==> src/hw/rtl/lse_pkg.sv <==
`timescale 1ns / 1ps
// Shared types and constants for the looping step envelope.
// No dependencies; imported by the channel interfaces and the top level.
package lse_pkg;

  // Operation carried by each input transfer
  typedef enum logic [1:0] {
    OP_TICK    = 2'd0,
    OP_TRIGGER = 2'd1,
    OP_RELEASE = 2'd2,
    OP_WRITE   = 2'd3
  } op_e;

  // Configuration register indexes
  typedef enum logic [2:0] {
    CFG_STEP_SAMPLES = 3'd0,
    CFG_NUM_STEPS    = 3'd1,
    CFG_LOOP_START   = 3'd2,
    CFG_LOOP_END     = 3'd3,
    CFG_OUT_LOW      = 3'd4,
    CFG_OUT_HIGH     = 3'd5,
    CFG_IDLE_VALUE   = 3'd6
  } cfg_idx_e;

  localparam int unsigned CfgIdxW  = 3;
  localparam int unsigned CfgDataW = 16;
  localparam int unsigned SampleW  = 16;
  localparam int unsigned StepW    = 6;
  localparam int unsigned NumW     = 7;

  // Reset values of the configuration registers
  localparam logic [15:0] StepSamplesRst = 16'd1;
  localparam logic [6:0]  NumStepsRst    = 7'd1;
  localparam logic [15:0] OutHighRst     = 16'h7FFF;

endpackage

==> src/hw/rtl/lse_if.sv <==
`timescale 1ns / 1ps
// Valid/ready channel interfaces for the looping step envelope.
// Depends on lse_pkg for field types and widths.

// Input operations
interface lse_in_if import lse_pkg::*; ();
  logic                     valid;
  logic                     ready;
  op_e                      op;
  logic [StepW-1:0]         step_addr;
  logic [SampleW-1:0]       step_value;

  modport source (output valid, op, step_addr, step_value, input ready);
  modport sink   (input valid, op, step_addr, step_value, output ready);
endinterface

// Output samples
interface lse_out_if import lse_pkg::*; ();
  logic                     valid;
  logic                     ready;
  logic signed [SampleW-1:0] sample_out;
  logic                     busy_res;

  modport source (output valid, sample_out, busy_res, input ready);
  modport sink   (input valid, sample_out, busy_res, output ready);
endinterface

// Configuration writes
interface lse_cfg_if import lse_pkg::*; ();
  logic                     valid;
  logic                     ready;
  logic [CfgIdxW-1:0]       index;
  logic [CfgDataW-1:0]      data;

  modport source (output valid, index, data, input ready);
  modport sink   (input valid, index, data, output ready);
endinterface

==> src/hw/rtl/looping_step_envelope.sv <==
`timescale 1ns / 1ps
// Looping step envelope: attack, looping sustain, release and done phases
// played from a step table. Depends on lse_pkg and the interfaces in lse_if.
// A tick's sample passes the table read, multiply, and round-and-saturate registers before it
// reaches the output. Throughput: one item per cycle while out_o.ready does not hold the output.
// Other operations give no sample.
// Reset clears the phase to done, the step state, the table valid bits and the
// pipeline, and loads the register defaults; no clearing pass is needed.
module looping_step_envelope import lse_pkg::*; #(
  parameter int unsigned MAX_STEPS = 64
) (
  input  logic clk_i,
  input  logic rst_ni,
  lse_in_if.sink    in_i,
  lse_out_if.source out_o,
  lse_cfg_if.sink   cfg_i
);

  // Only 64 entries are addressable by a 6-bit step index
  localparam int unsigned Depth = (MAX_STEPS < 64) ? MAX_STEPS : 64;
  localparam int unsigned AW    = (Depth > 1) ? $clog2(Depth) : 1;
  localparam int unsigned CWraw = $clog2(MAX_STEPS + 1);
  localparam int unsigned CW    = (CWraw > NumW) ? CWraw : NumW;
  localparam logic [CW-1:0] MaxSteps = CW'(MAX_STEPS);
  localparam logic [CW-1:0] DepthC   = CW'(Depth);

  typedef enum logic [1:0] {
    PH_DONE    = 2'd0,
    PH_ATTACK  = 2'd1,
    PH_SUSTAIN = 2'd2,
    PH_RELEASE = 2'd3
  } phase_e;

  // Configuration registers
  logic [15:0]       step_samples_q;
  logic [NumW-1:0]   num_steps_q;
  logic [StepW-1:0]  loop_start_q;
  logic [StepW-1:0]  loop_end_q;
  logic signed [15:0] out_low_q;
  logic signed [15:0] out_high_q;
  logic [15:0]       idle_value_q;

  // Envelope state
  phase_e            phase_q, phase_d;
  logic [StepW-1:0]  step_index_q, step_index_d;
  logic [15:0]       sub_count_q, sub_count_d;

  // Step table with per-entry valid bits
  logic [15:0]       mem_q [Depth];
  logic [Depth-1:0]  valid_q;

  // Pipeline
  logic              s1_valid_q, s1_idle_q, s1_hit_q, s1_busy_q;
  logic [15:0]       rd_q;
  logic              s2_valid_q, s2_busy_q;
  logic signed [33:0] s2_prod_q;
  logic              o_valid_q, o_busy_q;
  logic signed [15:0] o_sample_q;

  logic o_free, s2_free, s1_free;
  logic in_acc, tick_acc, wr_en;

  assign o_free  = !o_valid_q || out_o.ready;
  assign s2_free = !s2_valid_q || o_free;
  assign s1_free = !s1_valid_q || s2_free;

  assign in_i.ready  = s1_free;
  assign cfg_i.ready = 1'b1;
  assign in_acc   = in_i.valid && s1_free;
  assign tick_acc = in_acc && (in_i.op == OP_TICK);
  assign wr_en    = in_acc && (in_i.op == OP_WRITE) && ({{(CW-StepW){1'b0}}, in_i.step_addr} < DepthC);

  // Effective hold and step count
  logic [15:0]   hold;
  logic [CW-1:0] n_eff, n_raw, si_ext, si_p1;
  logic [15:0]   sub_inc;
  logic          step_end;
  logic [StepW-1:0] si_p1_w, si_att;
  logic [CW-1:0] rd_idx;
  logic          rd_hit;

  assign hold     = (step_samples_q == 16'd0) ? 16'd1 : step_samples_q;
  assign n_raw    = (num_steps_q == '0) ? CW'(1) : CW'(num_steps_q);
  assign n_eff    = (n_raw > MaxSteps) ? MaxSteps : n_raw;
  assign sub_inc  = sub_count_q + 16'd1;
  assign step_end = (sub_inc >= hold);
  assign si_ext   = CW'(step_index_q);
  assign si_p1    = si_ext + CW'(1);
  assign si_p1_w  = step_index_q + StepW'(1);
  assign si_att   = step_end ? si_p1_w : step_index_q;

  // Next state for a tick, plus the table index it reads
  always_comb begin
    phase_d      = phase_q;
    step_index_d = step_index_q;
    sub_count_d  = sub_count_q;
    rd_idx       = si_ext;
    unique case (phase_q)
      PH_ATTACK: begin
        sub_count_d  = step_end ? 16'd0 : sub_inc;
        step_index_d = si_att;
        if (loop_start_q == '0 || si_att >= loop_start_q) begin
          phase_d      = PH_SUSTAIN;
          step_index_d = loop_start_q;
          sub_count_d  = 16'd0;
        end
      end
      PH_SUSTAIN: begin
        sub_count_d = step_end ? 16'd0 : sub_inc;
        if (step_end) begin
          step_index_d = (step_index_q >= loop_end_q) ? loop_start_q : si_p1_w;
        end
      end
      PH_RELEASE: begin
        rd_idx = (si_ext < n_eff) ? si_ext : (n_eff - CW'(1));
        if (si_ext >= n_eff) begin
          phase_d = PH_DONE;
        end else begin
          sub_count_d = step_end ? 16'd0 : sub_inc;
          if (step_end) begin
            if (si_p1 >= n_eff) phase_d = PH_DONE;
            else step_index_d = si_p1_w;
          end
        end
      end
      default: begin
        // done: state kept, idle value used
      end
    endcase
  end

  assign rd_hit = (rd_idx < DepthC) && valid_q[rd_idx[AW-1:0]];

  // Configuration, envelope state, valid bits and pipeline control
  always_ff @(posedge clk_i or negedge rst_ni) begin
    if (!rst_ni) begin
      step_samples_q <= StepSamplesRst;
      num_steps_q    <= NumStepsRst;
      loop_start_q   <= '0;
      loop_end_q     <= '0;
      out_low_q      <= '0;
      out_high_q     <= OutHighRst;
      idle_value_q   <= '0;
      phase_q        <= PH_DONE;
      step_index_q   <= '0;
      sub_count_q    <= '0;
      valid_q        <= '0;
      s1_valid_q     <= 1'b0;
      s2_valid_q     <= 1'b0;
      o_valid_q      <= 1'b0;
    end else begin
      if (cfg_i.valid) begin
        unique case (cfg_i.index)
          CFG_STEP_SAMPLES: step_samples_q <= cfg_i.data;
          CFG_NUM_STEPS:    num_steps_q    <= cfg_i.data[NumW-1:0];
          CFG_LOOP_START:   loop_start_q   <= cfg_i.data[StepW-1:0];
          CFG_LOOP_END:     loop_end_q     <= cfg_i.data[StepW-1:0];
          CFG_OUT_LOW:      out_low_q      <= cfg_i.data;
          CFG_OUT_HIGH:     out_high_q     <= cfg_i.data;
          CFG_IDLE_VALUE:   idle_value_q   <= cfg_i.data;
          default: ;
        endcase
      end
      if (in_acc) begin
        unique case (in_i.op)
          OP_TICK: begin
            phase_q      <= phase_d;
            step_index_q <= step_index_d;
            sub_count_q  <= sub_count_d;
          end
          OP_TRIGGER: begin
            phase_q      <= PH_ATTACK;
            step_index_q <= '0;
            sub_count_q  <= '0;
          end
          OP_RELEASE: phase_q <= PH_RELEASE;
          default: ;
        endcase
      end
      if (wr_en) valid_q[in_i.step_addr[AW-1:0]] <= 1'b1;
      if (s1_free) s1_valid_q <= tick_acc;
      if (s2_free) s2_valid_q <= s1_valid_q;
      if (o_free)  o_valid_q  <= s2_valid_q;
    end
  end

  // Table memory: one write and one registered read per cycle
  always_ff @(posedge clk_i) begin
    if (wr_en) mem_q[in_i.step_addr[AW-1:0]] <= in_i.step_value;
    if (tick_acc) begin
      rd_q      <= mem_q[rd_idx[AW-1:0]];
      s1_hit_q  <= rd_hit;
      s1_idle_q <= (phase_q == PH_DONE);
      s1_busy_q <= (phase_d != PH_DONE);
    end
  end

  // Multiply stage: (out_high - out_low) * v
  logic [15:0]        v_sel;
  logic signed [16:0] diff;
  assign v_sel = s1_idle_q ? idle_value_q : (s1_hit_q ? rd_q : 16'd0);
  assign diff  = 17'(out_high_q) - 17'(out_low_q);

  always_ff @(posedge clk_i) begin
    if (s1_valid_q && s2_free) begin
      s2_prod_q <= $signed({1'b0, v_sel}) * diff;
      s2_busy_q <= s1_busy_q;
    end
  end

  // Offset, round half up, saturate
  logic signed [34:0] sum;
  logic signed [19:0] rnd;
  logic signed [15:0] sat;
  assign sum = $signed({{4{out_low_q[15]}}, out_low_q, 15'd0}) + 35'(s2_prod_q)
             + 35'sd16384;
  assign rnd = sum[34:15];
  always_comb begin
    if (rnd > 20'sd32767)       sat = 16'sh7FFF;
    else if (rnd < -20'sd32768) sat = 16'sh8000;
    else                        sat = rnd[15:0];
  end

  always_ff @(posedge clk_i) begin
    if (s2_valid_q && o_free) begin
      o_sample_q <= sat;
      o_busy_q   <= s2_busy_q;
    end
  end

  assign out_o.valid      = o_valid_q;
  assign out_o.sample_out = o_sample_q;
  assign out_o.busy_res   = o_busy_q;

`ifndef SYNTHESIS
  // A tick enters the pipeline, any other operation does not
  assert property (@(posedge clk_i) disable iff (!rst_ni)
    in_acc |=> (s1_valid_q == $past(in_i.op == OP_TICK)))
    else $error("stage 1 valid does not follow accepted operation");

  // Busy flag of a tick matches the phase it leaves behind
  assert property (@(posedge clk_i) disable iff (!rst_ni)
    tick_acc |=> (s1_busy_q == (phase_q != PH_DONE)))
    else $error("busy flag disagrees with phase");

  // An empty first stage always takes input
  assert property (@(posedge clk_i) disable iff (!rst_ni)
    !s1_valid_q |-> in_i.ready)
    else $error("input stalled with empty first stage");

  // A product moving on while the output frees reaches the output register
  assert property (@(posedge clk_i) disable iff (!rst_ni)
    (s2_valid_q && o_free) |=> o_valid_q)
    else $error("sample lost between multiply and output");
`endif

endmodule
==> src/flat_wrapper.sv <==
// flat-port wrapper written by rule: the top's interface ports become plain ports
module looping_step_envelope_flat import lse_pkg::*;
#(
  parameter int unsigned MAX_STEPS = 64
)
  (clk_i, rst_ni, in_i_valid, in_i_op, in_i_step_addr, in_i_step_value, in_i_ready, out_o_valid, out_o_sample_out, out_o_busy_res, out_o_ready, cfg_i_valid, cfg_i_index, cfg_i_data, cfg_i_ready);
  lse_in_if in_i_i ();
  lse_out_if out_o_i ();
  lse_cfg_if cfg_i_i ();
  input  logic clk_i;
  input  logic rst_ni;
  input wire logic [$bits(in_i_i.valid)-1:0] in_i_valid;
  input wire logic [$bits(in_i_i.op)-1:0] in_i_op;
  input wire logic [$bits(in_i_i.step_addr)-1:0] in_i_step_addr;
  input wire logic [$bits(in_i_i.step_value)-1:0] in_i_step_value;
  output wire logic [$bits(in_i_i.ready)-1:0] in_i_ready;
  output wire logic [$bits(out_o_i.valid)-1:0] out_o_valid;
  output wire logic [$bits(out_o_i.sample_out)-1:0] out_o_sample_out;
  output wire logic [$bits(out_o_i.busy_res)-1:0] out_o_busy_res;
  input wire logic [$bits(out_o_i.ready)-1:0] out_o_ready;
  input wire logic [$bits(cfg_i_i.valid)-1:0] cfg_i_valid;
  input wire logic [$bits(cfg_i_i.index)-1:0] cfg_i_index;
  input wire logic [$bits(cfg_i_i.data)-1:0] cfg_i_data;
  output wire logic [$bits(cfg_i_i.ready)-1:0] cfg_i_ready;
  assign in_i_i.valid = in_i_valid;
  assign in_i_i.op = in_i_op;
  assign in_i_i.step_addr = in_i_step_addr;
  assign in_i_i.step_value = in_i_step_value;
  assign in_i_ready = in_i_i.ready;
  assign out_o_valid = out_o_i.valid;
  assign out_o_sample_out = out_o_i.sample_out;
  assign out_o_busy_res = out_o_i.busy_res;
  assign out_o_i.ready = out_o_ready;
  assign cfg_i_i.valid = cfg_i_valid;
  assign cfg_i_i.index = cfg_i_index;
  assign cfg_i_i.data = cfg_i_data;
  assign cfg_i_ready = cfg_i_i.ready;
  looping_step_envelope #(.MAX_STEPS(MAX_STEPS)) u_core (.clk_i(clk_i), .rst_ni(rst_ni), .in_i(in_i_i), .out_o(out_o_i), .cfg_i(cfg_i_i));
endmodule
==> config.mk <==
export PLATFORM = sky130hd
export DESIGN_NAME = looping_step_envelope_flat
export DESIGN_NICKNAME = d
export VERILOG_FILES = /design/src/hw/rtl/lse_pkg.sv /design/src/hw/rtl/lse_if.sv /design/src/hw/rtl/looping_step_envelope.sv /design/src/flat_wrapper.sv
export SDC_FILE = /design/constraint.sdc
export NUM_CORES = 2
export LEC_CHECK = 0
export BUFFER_PORTS_ARGS = -buffer_cell sky130_fd_sc_hd__buf_2
export CORE_UTILIZATION = 40
export DETAILED_ROUTE_END_ITERATION = 8
export SLEW_MARGIN = 5
export SYNTH_ARGS = -nofsm -noshare
export SYNTH_HDL_FRONTEND = slang
export SYNTH_SLANG_ARGS = --single-unit
==> constraint.sdc <==
create_clock -name clk_i -period 11.95 [get_ports clk_i]
set_input_delay 2.39 -clock clk_i [delete_from_list [all_inputs] [get_ports clk_i]]
set_output_delay 2.39 -clock clk_i [all_outputs]
set_load 0.1 [all_outputs]
==> run_results.csv <==
group,metric,value,unit
run_status,status,"completed",
synth,yosys_register_bits,1255,
timing,slew_headroom,14.6,%
synth,synth_most_common_cell,"edfxtp_1",
die,rows,143,
clocking,clockBufferDepth,3,
timing,min_period_over_period,74.7,%
die,chipWidth,393,um
timing,max_freq,112,MHz
clocking,post_cts_resized,0,
synth,syn_avg_cell_area,12.6,um^2
run,drv_cap,0,
synth,synthesis.nets,5329,
clocking,postCtsSetupRepairBufs,0,
setup_path,crit_family,"adder cells",
synth,synth_cells,4865,
drt,wl_per_cell,23.7,um
setup_path,critical_path_class,"register to register",
synth,synth_area,61200,um^2
worst_hold_path,hold_path_class,"register to register",
synth,synth_cell_type_count,87,
timing,finalHoldViolations,0,
final_layout,drive_gt1_share,11.9,%
synth,yosys-top-cells-area,"edfxtp_1, fa_1, dfrtp_1, nand2_1, ha_1",
setup_path,worstSetupEndpointType,"register",
synth,yosysWarningCount,0,
synth,synth-seq-area-share,60.2,%
setup_path,rrSetupSlack,3020,ps
setup_path,r2r-start,"u_core.out_high_q[0]",
drt,dr_total_vias,39441,
drt,drtIter0Drc,3637,
setup_path,reg2reg_to,"u_core.s2_prod_q[33]",
synth,synth_edf_count,1081,
drt,viasPerCell,5.56,
setup_path,cp-start-kind,"register",
final_layout,num-nets-final,5417,
clocking,tritoncts,"yes",
drt,drt-pass1-iter-count,6,
synth,synth_area_leader_cell,"edfxtp_1",
setup_path,critical_path.max_fanout,9,
grt,antenna_found_initial,12,
final_layout,syn2layout_area_growth,12.2,%
clocking,clkTransAtPathRegs,60,ps
timing,hold_ws,440,ps
synth,synth_common_cells,"edfxtp_1, nand2_1, inv_1",
setup_path,critPathBufInv,4,
synth,synth_top_area_share,53.1,%
clocking,clk_latency,770,ps
clocking,h-tree-depth,4,
setup_path,max_stage_delay,890,ps
clocking,cts-buffers-inserted,134,
synth,dominantRegCellSynth,"edfxtp_1",
timing,slew_violations,0,
setup_path,rr_worst_depth,30,
setup_path,critical-path-slowest-cell,"xor2_1",
die,start_util,40.3,%
timing,rsz0062_at_grt,"false",
clocking,cts_hold_buf,0,
die,die_h,393,um
grt,grt-ovfl-total,0,
placement,portBuffers,66,
timing,setup_viol,0,
final_layout,multi_input_area,22100,um^2
timing,worst_pin_slew,1280,ps
die,ios,68,
placement,dp_hpwl,105,mm
final_layout,nFillCells,13646,
grt,grt_max_degree,129,
final_layout,seqCellArea,36800,um^2
grt,grt_pass1_vias,38820,
die,dieArea,154000,um^2
setup_path,cp_common_cell,"fa_1",
worst_hold_path,min_path_cells,0,
placement,place_congestion,0.899,
drt,routed_wirelength,168,mm
die,core_area,152000,um^2
timing,fin_skew,36.7,ps
timing,period_needed,8930,ps
synth,async_flop_share,13.9,%
setup_path,crit_arrival,9420,ps
grt,gr-usage-all-layers,21.8,%
worst_hold_path,min_from,"u_core.s2_busy_q",
setup_path,cp.required,12450,ps
grt,grt_pass1_wl,250,mm
worst_hold_path,holdPathEnd,"u_core.out_o.busy_res",
drt,final_antenna_net_count,0,
drt,drc,0,
timing,setup_tns,0,ps
clocking,cts_sinks,1255,
clocking,cts_root_buf,"clkbuf_16",
==> sequential cells by signal, summed over array words and instances (netlist names), 2 cells and up <==
| signal | cells |
|---|---|
| u_core.idle_value_q | 16 |
| u_core.loop_end_q | 6 |
| u_core.loop_start_q | 6 |
| u_core.mem_q | 1024 |
| u_core.num_steps_q | 7 |
| u_core.out_high_q | 16 |
| u_core.out_low_q | 16 |
| u_core.out_o.sample_out | 16 |
| u_core.phase_q | 2 |
| u_core.rd_q | 16 |
| u_core.s2_prod_q | 20 |
| u_core.step_index_q | 6 |
| u_core.step_samples_q | 16 |
| u_core.sub_count_q | 16 |
| u_core.valid_q | 64 |
==> worst max path at each step <==
stage               slack, ps  cells after the start                   end                  from
floorplan                3970                     33  u_core.s2_prod_q[33]  u_core.out_high_q[1]
global placement         3230                     30  u_core.s2_prod_q[33]  u_core.out_high_q[1]
detailed placement       3130                     32  u_core.s2_prod_q[33]  u_core.out_high_q[1]
CTS                      3100                     30  u_core.s2_prod_q[33]  u_core.out_high_q[1]
global route             2600                     32  u_core.s2_prod_q[33]  u_core.out_high_q[1]
finish                   3020                     30  u_core.s2_prod_q[33]  u_core.out_high_q[0]
==> layout by cell type (no fill, tap or decap), drive strengths merged, types with 47 or more instances in the layout <==
cell	netlist	layout
inv	341	345
a31oi	101	101
a21oi	104	104
a32oi	173	173
nor2	236	236
and3	77	77
mux2i	187	187
ha	206	206
clkbuf	155	185
dfrtp	157	157
o21ai	98	98
clkinv	0	47
edfxtp	1081	1081
fa	210	210
mux2	49	49
buf	94	200
nand3	100	100
or2	68	68
nand2	929	929
==> cell families (layout without fill, tap and decap cells) <==
family | Yosys count | count (layout) | synth area share [%]
buffers and inverters | 590 | 789 | 3.84
other | 1 | 6 | 0.00613
and+or+nand+nor | 1593 | 1593 | 11.3
muxes | 240 | 240 | 4.12
AOI/OAI and AO/OA | 697 | 697 | 8.33
DFF | 1255 | 1255 | 60.2
xor gates and xnor gates | 73 | 73 | 1.05
adders and majority gates | 416 | 416 | 11.1
==> metrics by stage <==
step | instances | cell area, um^2 | utilization (%) | setup WS [ps]
2_1_floorplan | 4865 | 61200 | - | 3970
6_report | 7099 | 68600 | 45.2 | 3020
4_1_cts | 7094 | 68600 | 45.2 | 3100
3_5_place_dp | 6847 | 64200 | 42.2 | 3130
5_1_grt | 7096 | 68600 | 45.2 | 2600
3_3_place_gp | 6847 | 64200 | 42.2 | 3230
==> cell type report <==
| cell class | count | area share, % |
|---|---|---|
| clock buffers | 184 | 5.34 |
| diodes | 5 | 0.0182 |
| flip-flops and latches | 1255 | 53.7 |
| clock inverters | 63 | 1.17 |
| inverters | 341 | 1.86 |
| repair buffers | 201 | 2.01 |
| well taps | 2030 | 3.70 |
| multi-input cells | 3020 | 32.2 |
==> per-layer routing <==
| metal | part of all wire [%] | track usage, % | vias to the layer above |
|---|---|---|---|
| li1 | - | - | 17695 |
| met1 | 42 | 29.5 | 19899 |
| met2 | 48 | 35.7 | 1542 |
| met3 | 7.2 | 3.47 | 297 |
| met4 | 3.2 | 7.22 | 8 |
| met5 | 0.029 | 0 | - |
Power is not shown: default switching activity piles up to over one toggle a cycle in this logic, so the estimate is an artifact.
